--- src/rtl/cts_pkg.sv ---
package cts_pkg;

  typedef enum logic [2:0] {
    ST_CLEAR,
    ST_IDLE,
    ST_PUT,
    ST_BLANK,
    ST_READ,
    ST_DRAW
  } state_t;

  localparam logic [1:0] CMD_PUT   = 2'd0;
  localparam logic [1:0] CMD_SET   = 2'd1;
  localparam logic [1:0] CMD_CLEAR = 2'd2;

  localparam int CFG_INDEX_W = 2;
  localparam int CFG_DATA_W  = 10;

  localparam logic [CFG_INDEX_W-1:0] REG_ORIGIN_X = 2'd0;
  localparam logic [CFG_INDEX_W-1:0] REG_ORIGIN_Y = 2'd1;
  localparam logic [CFG_INDEX_W-1:0] REG_GLYPH_W  = 2'd2;
  localparam logic [CFG_INDEX_W-1:0] REG_GLYPH_H  = 2'd3;

  localparam logic [7:0]  CHAR_BLANK   = 8'd32;
  localparam logic [7:0]  CHAR_NEWLINE = 8'd10;
  localparam logic [10:0] PIX_MAX      = 11'd2047;

  typedef struct packed {
    logic set_cursor;
    logic home;
    logic load_char;
    logic start_line;
    logic start_all;
    logic fill_blank;
    logic emit_put;
    logic emit_blank;
    logic emit_cell;
    logic clear_cell;
  } dp_cmd_t;

  typedef struct packed {
    logic out_free;
    logic walk_col_last;
    logic walk_last;
    logic cur_col_last;
    logic cur_row_last;
  } dp_stat_t;

endpackage

--- src/rtl/text_console_scroller_core.sv ---
// put character: taken in idle; the put state stores it and loads the output word when free
// newline: one blank word per cycle, when the output is free, from cursor column to row end
// scroll and clear: every cell redrawn, read from the store in READ and written in DRAW
// reset: cursor home, origins 0, glyph size 8x8; the store is then filled with spaces
// while cmd_stall stays high
module text_console_scroller_core #(
  parameter int COLUMNS = 16,
  parameter int ROWS    = 2
) (
  input  logic                              clk,
  input  logic                              rst,
  input  logic                              cmd_valid,
  output logic                              cmd_stall,
  input  logic [1:0]                        command,
  input  logic [7:0]                        char_code,
  input  logic [3:0]                        cursor_col,
  input  logic                              cursor_row,
  output logic                              draw_valid,
  input  logic                              draw_stall,
  output logic [7:0]                        glyph_code,
  output logic [10:0]                       pixel_x,
  output logic [10:0]                       pixel_y,
  output logic                              last_draw,
  input  logic                              cfg_en,
  input  logic [cts_pkg::CFG_INDEX_W-1:0]   cfg_index,
  input  logic [cts_pkg::CFG_DATA_W-1:0]    cfg_data
);

  cts_pkg::dp_cmd_t  dp_cmd;
  cts_pkg::dp_stat_t dp_stat;

  cts_ctrl u_ctrl (
    .clk      (clk),
    .rst      (rst),
    .cmd_valid(cmd_valid),
    .command  (command),
    .char_code(char_code),
    .stat     (dp_stat),
    .cmd      (dp_cmd),
    .cmd_stall(cmd_stall)
  );

  cts_datapath #(
    .COLUMNS(COLUMNS),
    .ROWS   (ROWS)
  ) u_datapath (
    .clk       (clk),
    .rst       (rst),
    .cmd       (dp_cmd),
    .stat      (dp_stat),
    .char_code (char_code),
    .cursor_col(cursor_col),
    .cursor_row(cursor_row),
    .cfg_en    (cfg_en),
    .cfg_index (cfg_index),
    .cfg_data  (cfg_data),
    .draw_valid(draw_valid),
    .draw_stall(draw_stall),
    .glyph_code(glyph_code),
    .pixel_x   (pixel_x),
    .pixel_y   (pixel_y),
    .last_draw (last_draw)
  );

endmodule

--- src/rtl/cts_ram.sv ---
module cts_ram #(
  parameter int WIDTH = 8,
  parameter int DEPTH = 32,
  localparam int AW = (DEPTH > 1) ? $clog2(DEPTH) : 1
) (
  input  logic             clk,
  input  logic             we,
  input  logic [AW-1:0]    waddr,
  input  logic [WIDTH-1:0] wdata,
  input  logic [AW-1:0]    raddr,
  output logic [WIDTH-1:0] rdata
);

  logic [WIDTH-1:0] mem [DEPTH];

  always_ff @(posedge clk) begin
    if (we) begin
      mem[waddr] <= wdata;
    end
    rdata <= mem[raddr];
  end

endmodule

--- src/rtl/cts_ctrl.sv ---
module cts_ctrl (
  input  logic               clk,
  input  logic               rst,
  input  logic               cmd_valid,
  input  logic [1:0]         command,
  input  logic [7:0]         char_code,
  input  cts_pkg::dp_stat_t  stat,
  output cts_pkg::dp_cmd_t   cmd,
  output logic               cmd_stall
);

  cts_pkg::state_t state;
  cts_pkg::state_t state_next;

  always_ff @(posedge clk) begin
    if (rst) begin
      state <= cts_pkg::ST_CLEAR;
    end else begin
      state <= state_next;
    end
  end

  always_comb begin
    state_next = state;
    case (state)
      cts_pkg::ST_CLEAR: begin
        if (stat.walk_last) state_next = cts_pkg::ST_IDLE;
      end
      cts_pkg::ST_IDLE: begin
        if (cmd_valid) begin
          case (command)
            cts_pkg::CMD_PUT: begin
              state_next = (char_code == cts_pkg::CHAR_NEWLINE) ?
                           cts_pkg::ST_BLANK : cts_pkg::ST_PUT;
            end
            cts_pkg::CMD_CLEAR: state_next = cts_pkg::ST_READ;
            default: state_next = cts_pkg::ST_IDLE;
          endcase
        end
      end
      cts_pkg::ST_PUT: begin
        if (stat.out_free) begin
          state_next = (stat.cur_col_last && stat.cur_row_last) ?
                       cts_pkg::ST_READ : cts_pkg::ST_IDLE;
        end
      end
      cts_pkg::ST_BLANK: begin
        if (stat.out_free && stat.walk_col_last) begin
          state_next = stat.cur_row_last ? cts_pkg::ST_READ : cts_pkg::ST_IDLE;
        end
      end
      cts_pkg::ST_READ: state_next = cts_pkg::ST_DRAW;
      cts_pkg::ST_DRAW: begin
        if (stat.out_free) begin
          state_next = stat.walk_last ? cts_pkg::ST_IDLE : cts_pkg::ST_READ;
        end
      end
      default: state_next = cts_pkg::ST_IDLE;
    endcase
  end

  always_comb begin
    cmd       = '0;
    cmd_stall = 1'b1;
    case (state)
      cts_pkg::ST_CLEAR: cmd.clear_cell = 1'b1;
      cts_pkg::ST_IDLE: begin
        cmd_stall = 1'b0;
        if (cmd_valid) begin
          case (command)
            cts_pkg::CMD_PUT: begin
              cmd.load_char  = 1'b1;
              cmd.start_line = 1'b1;
            end
            cts_pkg::CMD_SET: cmd.set_cursor = 1'b1;
            cts_pkg::CMD_CLEAR: begin
              cmd.home       = 1'b1;
              cmd.start_all  = 1'b1;
              cmd.fill_blank = 1'b1;
            end
            default: cmd = '0;
          endcase
        end
      end
      cts_pkg::ST_PUT: begin
        if (stat.out_free) begin
          cmd.emit_put  = 1'b1;
          cmd.start_all = stat.cur_col_last && stat.cur_row_last;
        end
      end
      cts_pkg::ST_BLANK: begin
        if (stat.out_free) begin
          cmd.emit_blank = 1'b1;
          cmd.start_all  = stat.walk_col_last && stat.cur_row_last;
        end
      end
      cts_pkg::ST_READ: cmd = '0;
      cts_pkg::ST_DRAW: begin
        if (stat.out_free) cmd.emit_cell = 1'b1;
      end
      default: cmd = '0;
    endcase
  end

endmodule

--- src/rtl/cts_datapath.sv ---
module cts_datapath #(
  parameter int COLUMNS = 16,
  parameter int ROWS    = 2
) (
  input  logic                              clk,
  input  logic                              rst,
  input  cts_pkg::dp_cmd_t                  cmd,
  output cts_pkg::dp_stat_t                 stat,
  input  logic [7:0]                        char_code,
  input  logic [3:0]                        cursor_col,
  input  logic                              cursor_row,
  input  logic                              cfg_en,
  input  logic [cts_pkg::CFG_INDEX_W-1:0]   cfg_index,
  input  logic [cts_pkg::CFG_DATA_W-1:0]    cfg_data,
  output logic                              draw_valid,
  input  logic                              draw_stall,
  output logic [7:0]                        glyph_code,
  output logic [10:0]                       pixel_x,
  output logic [10:0]                       pixel_y,
  output logic                              last_draw
);

  localparam int CELLS = COLUMNS * ROWS;
  localparam int CW = (COLUMNS > 1) ? $clog2(COLUMNS) : 1;
  localparam int RW = (ROWS > 1) ? $clog2(ROWS) : 1;
  localparam int AW = (CELLS > 1) ? $clog2(CELLS) : 1;

  function automatic logic [10:0] pix(logic [9:0] org, logic [5:0] size, logic [5:0] idx);
    logic [11:0] prod;
    logic [12:0] sum;
    prod = 12'(size) * 12'(idx);
    sum  = {3'b000, org} + {1'b0, prod};
    return (sum > 13'(cts_pkg::PIX_MAX)) ? cts_pkg::PIX_MAX : sum[10:0];
  endfunction

  logic [9:0]    origin_x;
  logic [9:0]    origin_y;
  logic [5:0]    glyph_w;
  logic [5:0]    glyph_h;
  logic [CW-1:0] cur_col;
  logic [RW-1:0] cur_row;
  logic [CW-1:0] walk_col;
  logic [RW-1:0] walk_row;
  logic          blank_fill;
  logic [7:0]    char_hold;

  logic          cur_col_last;
  logic          cur_row_last;
  logic          walk_col_last;
  logic          walk_row_last;
  logic [CW-1:0] sel_col;
  logic [RW-1:0] sel_row;
  logic [RW-1:0] rd_row;
  logic [AW-1:0] waddr;
  logic [AW-1:0] raddr;
  logic [7:0]    wdata;
  logic [7:0]    rdata;
  logic          we;
  logic          load;
  logic          last_sel;

  assign cur_col_last  = (cur_col == CW'(COLUMNS - 1));
  assign cur_row_last  = (cur_row == RW'(ROWS - 1));
  assign walk_col_last = (walk_col == CW'(COLUMNS - 1));
  assign walk_row_last = (walk_row == RW'(ROWS - 1));

  assign stat.out_free      = !draw_valid || !draw_stall;
  assign stat.walk_col_last = walk_col_last;
  assign stat.walk_last     = walk_col_last && walk_row_last;
  assign stat.cur_col_last  = cur_col_last;
  assign stat.cur_row_last  = cur_row_last;

  assign sel_col = cmd.emit_put ? cur_col : walk_col;
  assign sel_row = cmd.emit_put ? cur_row : walk_row;
  assign rd_row  = walk_row_last ? walk_row : walk_row + RW'(1);
  assign waddr   = AW'(int'(sel_row) * COLUMNS + int'(sel_col));
  assign raddr   = AW'(int'(rd_row) * COLUMNS + int'(walk_col));

  assign we   = cmd.emit_put || cmd.emit_blank || cmd.emit_cell || cmd.clear_cell;
  assign load = cmd.emit_put || cmd.emit_blank || cmd.emit_cell;

  always_comb begin
    if (cmd.emit_put) begin
      wdata = char_hold;
    end else if (cmd.emit_cell && !blank_fill && !walk_row_last) begin
      wdata = rdata;
    end else begin
      wdata = cts_pkg::CHAR_BLANK;
    end
  end

  always_comb begin
    if (cmd.emit_put) begin
      last_sel = !(cur_col_last && cur_row_last);
    end else if (cmd.emit_blank) begin
      last_sel = walk_col_last && !cur_row_last;
    end else begin
      last_sel = walk_col_last && walk_row_last;
    end
  end

  cts_ram #(
    .WIDTH(8),
    .DEPTH(CELLS)
  ) u_store (
    .clk  (clk),
    .we   (we),
    .waddr(waddr),
    .wdata(wdata),
    .raddr(raddr),
    .rdata(rdata)
  );

  // configuration registers
  always_ff @(posedge clk) begin
    if (rst) begin
      origin_x <= '0;
      origin_y <= '0;
      glyph_w  <= 6'd8;
      glyph_h  <= 6'd8;
    end else if (cfg_en) begin
      case (cfg_index)
        cts_pkg::REG_ORIGIN_X: origin_x <= cfg_data;
        cts_pkg::REG_ORIGIN_Y: origin_y <= cfg_data;
        cts_pkg::REG_GLYPH_W:  glyph_w  <= cfg_data[5:0];
        cts_pkg::REG_GLYPH_H:  glyph_h  <= cfg_data[5:0];
        default: origin_x <= origin_x;
      endcase
    end
  end

  // cursor
  always_ff @(posedge clk) begin
    if (rst) begin
      cur_col <= '0;
      cur_row <= '0;
    end else if (cmd.set_cursor) begin
      cur_col <= (int'(cursor_col) >= COLUMNS) ? CW'(COLUMNS - 1) : CW'(cursor_col);
      cur_row <= (int'(cursor_row) >= ROWS) ? RW'(ROWS - 1) : RW'(cursor_row);
    end else if (cmd.home) begin
      cur_col <= '0;
      cur_row <= '0;
    end else if (cmd.emit_put) begin
      if (cur_col_last) begin
        cur_col <= '0;
        cur_row <= cur_row_last ? cur_row : cur_row + RW'(1);
      end else begin
        cur_col <= cur_col + CW'(1);
      end
    end else if (cmd.emit_blank && walk_col_last) begin
      cur_col <= '0;
      cur_row <= cur_row_last ? cur_row : cur_row + RW'(1);
    end
  end

  // store walk
  always_ff @(posedge clk) begin
    if (rst) begin
      walk_col   <= '0;
      walk_row   <= '0;
      blank_fill <= 1'b1;
    end else if (cmd.start_line) begin
      walk_col <= cur_col;
      walk_row <= cur_row;
    end else if (cmd.start_all) begin
      walk_col   <= '0;
      walk_row   <= '0;
      blank_fill <= cmd.fill_blank;
    end else if (cmd.emit_blank) begin
      walk_col <= walk_col + CW'(1);
    end else if (cmd.emit_cell || cmd.clear_cell) begin
      if (walk_col_last) begin
        walk_col <= '0;
        walk_row <= walk_row_last ? '0 : walk_row + RW'(1);
      end else begin
        walk_col <= walk_col + CW'(1);
      end
    end
  end

  always_ff @(posedge clk) begin
    if (cmd.load_char) begin
      char_hold <= char_code;
    end
  end

  // output word register
  always_ff @(posedge clk) begin
    if (rst) begin
      draw_valid <= 1'b0;
    end else begin
      draw_valid <= load || (draw_valid && draw_stall);
    end
  end

  always_ff @(posedge clk) begin
    if (load) begin
      glyph_code <= wdata;
      pixel_x    <= pix(origin_x, glyph_w, 6'(sel_col));
      pixel_y    <= pix(origin_y, glyph_h, 6'(sel_row));
      last_draw  <= last_sel;
    end
  end

endmodule

--- config.mk ---
export PLATFORM = sky130hd
export DESIGN_NAME = text_console_scroller_core
export DESIGN_NICKNAME = d
export VERILOG_FILES = /design/src/rtl/cts_pkg.sv /design/src/rtl/text_console_scroller_core.sv /design/src/rtl/cts_ram.sv /design/src/rtl/cts_ctrl.sv /design/src/rtl/cts_datapath.sv
export SDC_FILE = /design/constraint.sdc
export NUM_CORES = 1
export LEC_CHECK = 0
export BUFFER_PORTS_ARGS = -buffer_cell sky130_fd_sc_hd__clkbuf_2
export CAP_MARGIN = 10
export CORE_UTILIZATION = 30
export CTS_CLUSTER_DIAMETER = 60
export CTS_CLUSTER_SIZE = 12
export DETAILED_ROUTE_END_ITERATION = 10
export PLACE_DENSITY = 0.56
export REMOVE_ABC_BUFFERS = 1
export SYNTH_ARGS = -nofsm -noshare
export SYNTH_HDL_FRONTEND = slang
export SYNTH_SLANG_ARGS = --single-unit
--- constraint.sdc ---
create_clock -name clk -period 7.3 [get_ports clk]
set_clock_uncertainty 0.15 [all_clocks]
set_input_delay 2.19 -clock clk [delete_from_list [all_inputs] [get_ports clk]]
set_output_delay 2.19 -clock clk [all_outputs]
set_load 0.03 [all_outputs]
==> reports/qor.yml <==
status: "finished clean"
pwr-share-seq_pct: 46.2
grt_start_max_net_pins: 49
hpwl_mm: 14.6
gp_congestion: 0.766
dr.pass1.iters: 4
detail_route.iter0.violations: 319
rows: 66
antenna_left: 0
top_level_ports: 65
fin_hold_ws_ns: 0.308
globalRouteOverflowTotal: 0
async_reset_ff_share_pct: 0
io_buffers: 64
power_mw: 3.08
powerDensity_nw_per_um2: 263
die_w_um: 186
numCtsBuffers: 26
synth-seq-cells: 222
peakVddDrop_mv: 0.162
max_freq_mhz: 160
synthFlopType: "edfxtp_1"
power_switching_share_pct: 25.8
critPathArrivalTime_ns: 6.41
final.min_clock_period_ns: 6.26
vias: 5873
holdPathStages: 1
instances_no_fill: 1247
rr_worst_depth: 16
hold_buffers: 0
drv_cap: 0
antenna_cells: 0
core_area_um2: 32900
min_to: "u_datapath.glyph_h[3]"
drcViolationCount: 0
root_buffer: "clkbuf_16"
worst_ep_required_time_ns: 7.45
slew_headroom_pct: 28.0
fill_cells: 3199
cp-startpoint: "draw_stall"
routed_wirelength_mm: 20.9
grt_antenna_before_repair: 0
cp_max_fo: 6
max_slew.worst_pin.slew_ns: 1.08
grt_pass1_vias: 5936
syn_to_final_growth_pct: 15.4
timing.final.crit_share_pct: 85.7
criticalPathCategory: "input pin to flop"
clkTransAtPathRegs_ns: 0.06
ys_seq_area_share_pct: 60.3
hold_viol: 0
synthDistinctLibCells: 67
dpl.cell_count: 1198
drive_gt1_share_pct: 20.2
cts_num_sinks: 222
syn_avg_cell_area_um2: 14.0
wire_per_inst_um: 16.7
synth_area_um2: 10100
switchingPower_mw: 0.793
clock_power_share_pct: 39.4
via_per_inst: 4.71
netlist.top_cell.by_area: "edfxtp_1"
hold_class: "flop to flop"
cts_max_level: 1
r2r_start: "u_ctrl.state[1]"
cp-start-kind: "input pin"
maxSlewViolCount: 0
dieArea_um2: 34600
postSynthCellCount: 723
register_area_um2: 6120
fp.dieH_um: 186
final.setup.tns_ns: 0
synth_edf_count: 167
setup_violations: 0
worst-r2r-setup-slack_ns: 2.14
yosys-top-cells-area: "edfxtp_1, dfxtp_1, mux4_2"
nets: 861
hp-start: "u_datapath.glyph_h[3]"
cts_tree: "built"
clk_latency_ns: 0.53
grt_pass1_wl_mm: 33.3
ys_warn_count: 0
post-cts-setup-buffer-count: 0
rsz0062_at_grt: "no"
comb_power_share_pct: 14.4
leakage_nw: 4.14
initial_core_util_pct: 30.8
multi_input_area_um2: 3690
grt_use_total_pct: 12.4
internal-power_mw: 2.29
synth_top_area_share_pct: 49.4
cts_buffer_depth: 3
cts_resized: 0
cp-end-kind: "flop"
reg2reg_to: "u_datapath.pixel_x[7]"
## per-layer routing
layer	vias to the layer above	GRT usage, %	wire (um)
li1	2833	-	-
met1	2925	17.4	10000
met2	87	19.8	9780
met3	28	2.11	749
met4	0	2.98	327
met5	-	0	0
## sequential cells by signal (all words and copies together) (netlist names)
name,cells
u_ctrl.state,3
u_datapath.blank_fill,1
u_datapath.char_hold,8
u_datapath.cur_col,4
u_datapath.cur_row,1
u_datapath.draw_valid,1
u_datapath.glyph_code,8
u_datapath.glyph_h,6
u_datapath.glyph_w,6
u_datapath.last_draw,1
u_datapath.origin_x,10
u_datapath.origin_y,10
u_datapath.pixel_x,11
u_datapath.pixel_y,11
u_datapath.u_store.mem,128
u_datapath.u_store.rdata,8
u_datapath.walk_col,4
u_datapath.walk_row,1
## placed cells by master (no fill, tap or decap), types with 13 or more instances in the layout
cell       count
edfxtp_1     167
nor2_1        74
clkbuf_2      64
dfxtp_1       54
inv_1         41
mux4_2        40
a21oi_1       32
nand2_1       30
mux2i_1       30
ha_1          28
clkbuf_16     26
fa_1          16
nor2b_1       13
## synthesized netlist by cell type, types with 4 or more instances
master      n
a31oi_1     5
mux4_2     40
nand2b_1    9
nand2_1    30
nand3_1     5
a21oi_1    32
nand4_1     4
clkbuf_1   24
and2_1     11
xnor2_1    11
ha_1       28
o21ai_0    11
edfxtp_1  167
dfxtp_1    55
fa_1       16
nor2_1     75
and3_1      4
buf_2       9
nor3b_1     5
nand3b_1    5
inv_1      41
nor3_1      8
nor2b_1    13
o21a_1      6
mux2i_1    30
a22o_1      7
a211oi_1    7
## worst max path at each step
stage,to,slack (ns),cells after the start
after global routing,u_datapath.pixel_x[7],0.79,17
after detailed placement,u_datapath.pixel_x[7],0.54,17
after CTS,u_datapath.pixel_x[7],1.08,17
after floorplan,u_datapath.pixel_x[10],0.59,14
final,u_datapath.pixel_x[7],1.04,15
after global placement,u_datapath.pixel_x[10],0.63,17
## metrics by stage
stage | cell area (um2) | worst slack (ns) | util [%]
3_3_place_gp | 10900 | 0.632 | 33.1
3_5_place_dp | 10900 | 0.542 | 33.1
4_1_cts | 11700 | 1.08 | 35.5
6_report | 11700 | 1.04 | 35.5
2_1_floorplan | 9960 | 0.586 | -
5_1_grt | 11700 | 0.788 | 35.5
## power groups by stage
stage | logic (mW) | clock network (mW) | registers, mW
finish | 0.444 | 1.21 | 1.42
global route | 0.489 | 1.29 | 1.43
CTS | 0.451 | 1.25 | 1.42
detailed placement | 0.447 | 0 | 1.45
global placement | 0.445 | 0 | 1.45
floorplan | 0.272 | 0 | 1.50
## kinds of logic after synthesis
kind of cell               Yosys count  synth area share [%]
and+or+nand+nor                    185                  9.26
buffers and inverters               81                  3.40
adders and majority gates           45                  6.71
DFF                                222                  60.3
AOI/OAI and AO/OA                  105                  7.21
xor gates and xnor gates            14                  1.21
muxes                               71                  11.9
## final cells by class
type	count	share of cell area [%]
Sequential cell	222	52.2
Timing Repair Buffer	72	3.25
Multi-Input combinational cell	420	31.6
Inverter	43	1.38
Clock buffer	40	6.18
Tap cell	442	4.72
Clock inverter	8	0.673
## worst max-delay path, cell delays in order
cell	delay (ns)
clkbuf_2	0.10
and2_1	0.22
nor3_2	0.10
o21ai_0	0.64
nand2_1	0.18
fa_1	0.53
fa_1	0.51
fa_1	0.51
inv_1	0.04
ha_1	0.34
nor2b_1	0.15
o21a_1	0.17
o21ai_0	0.34
nand2_1	0.09
o311ai_0	0.30
(Power assumes the default switching activity.)
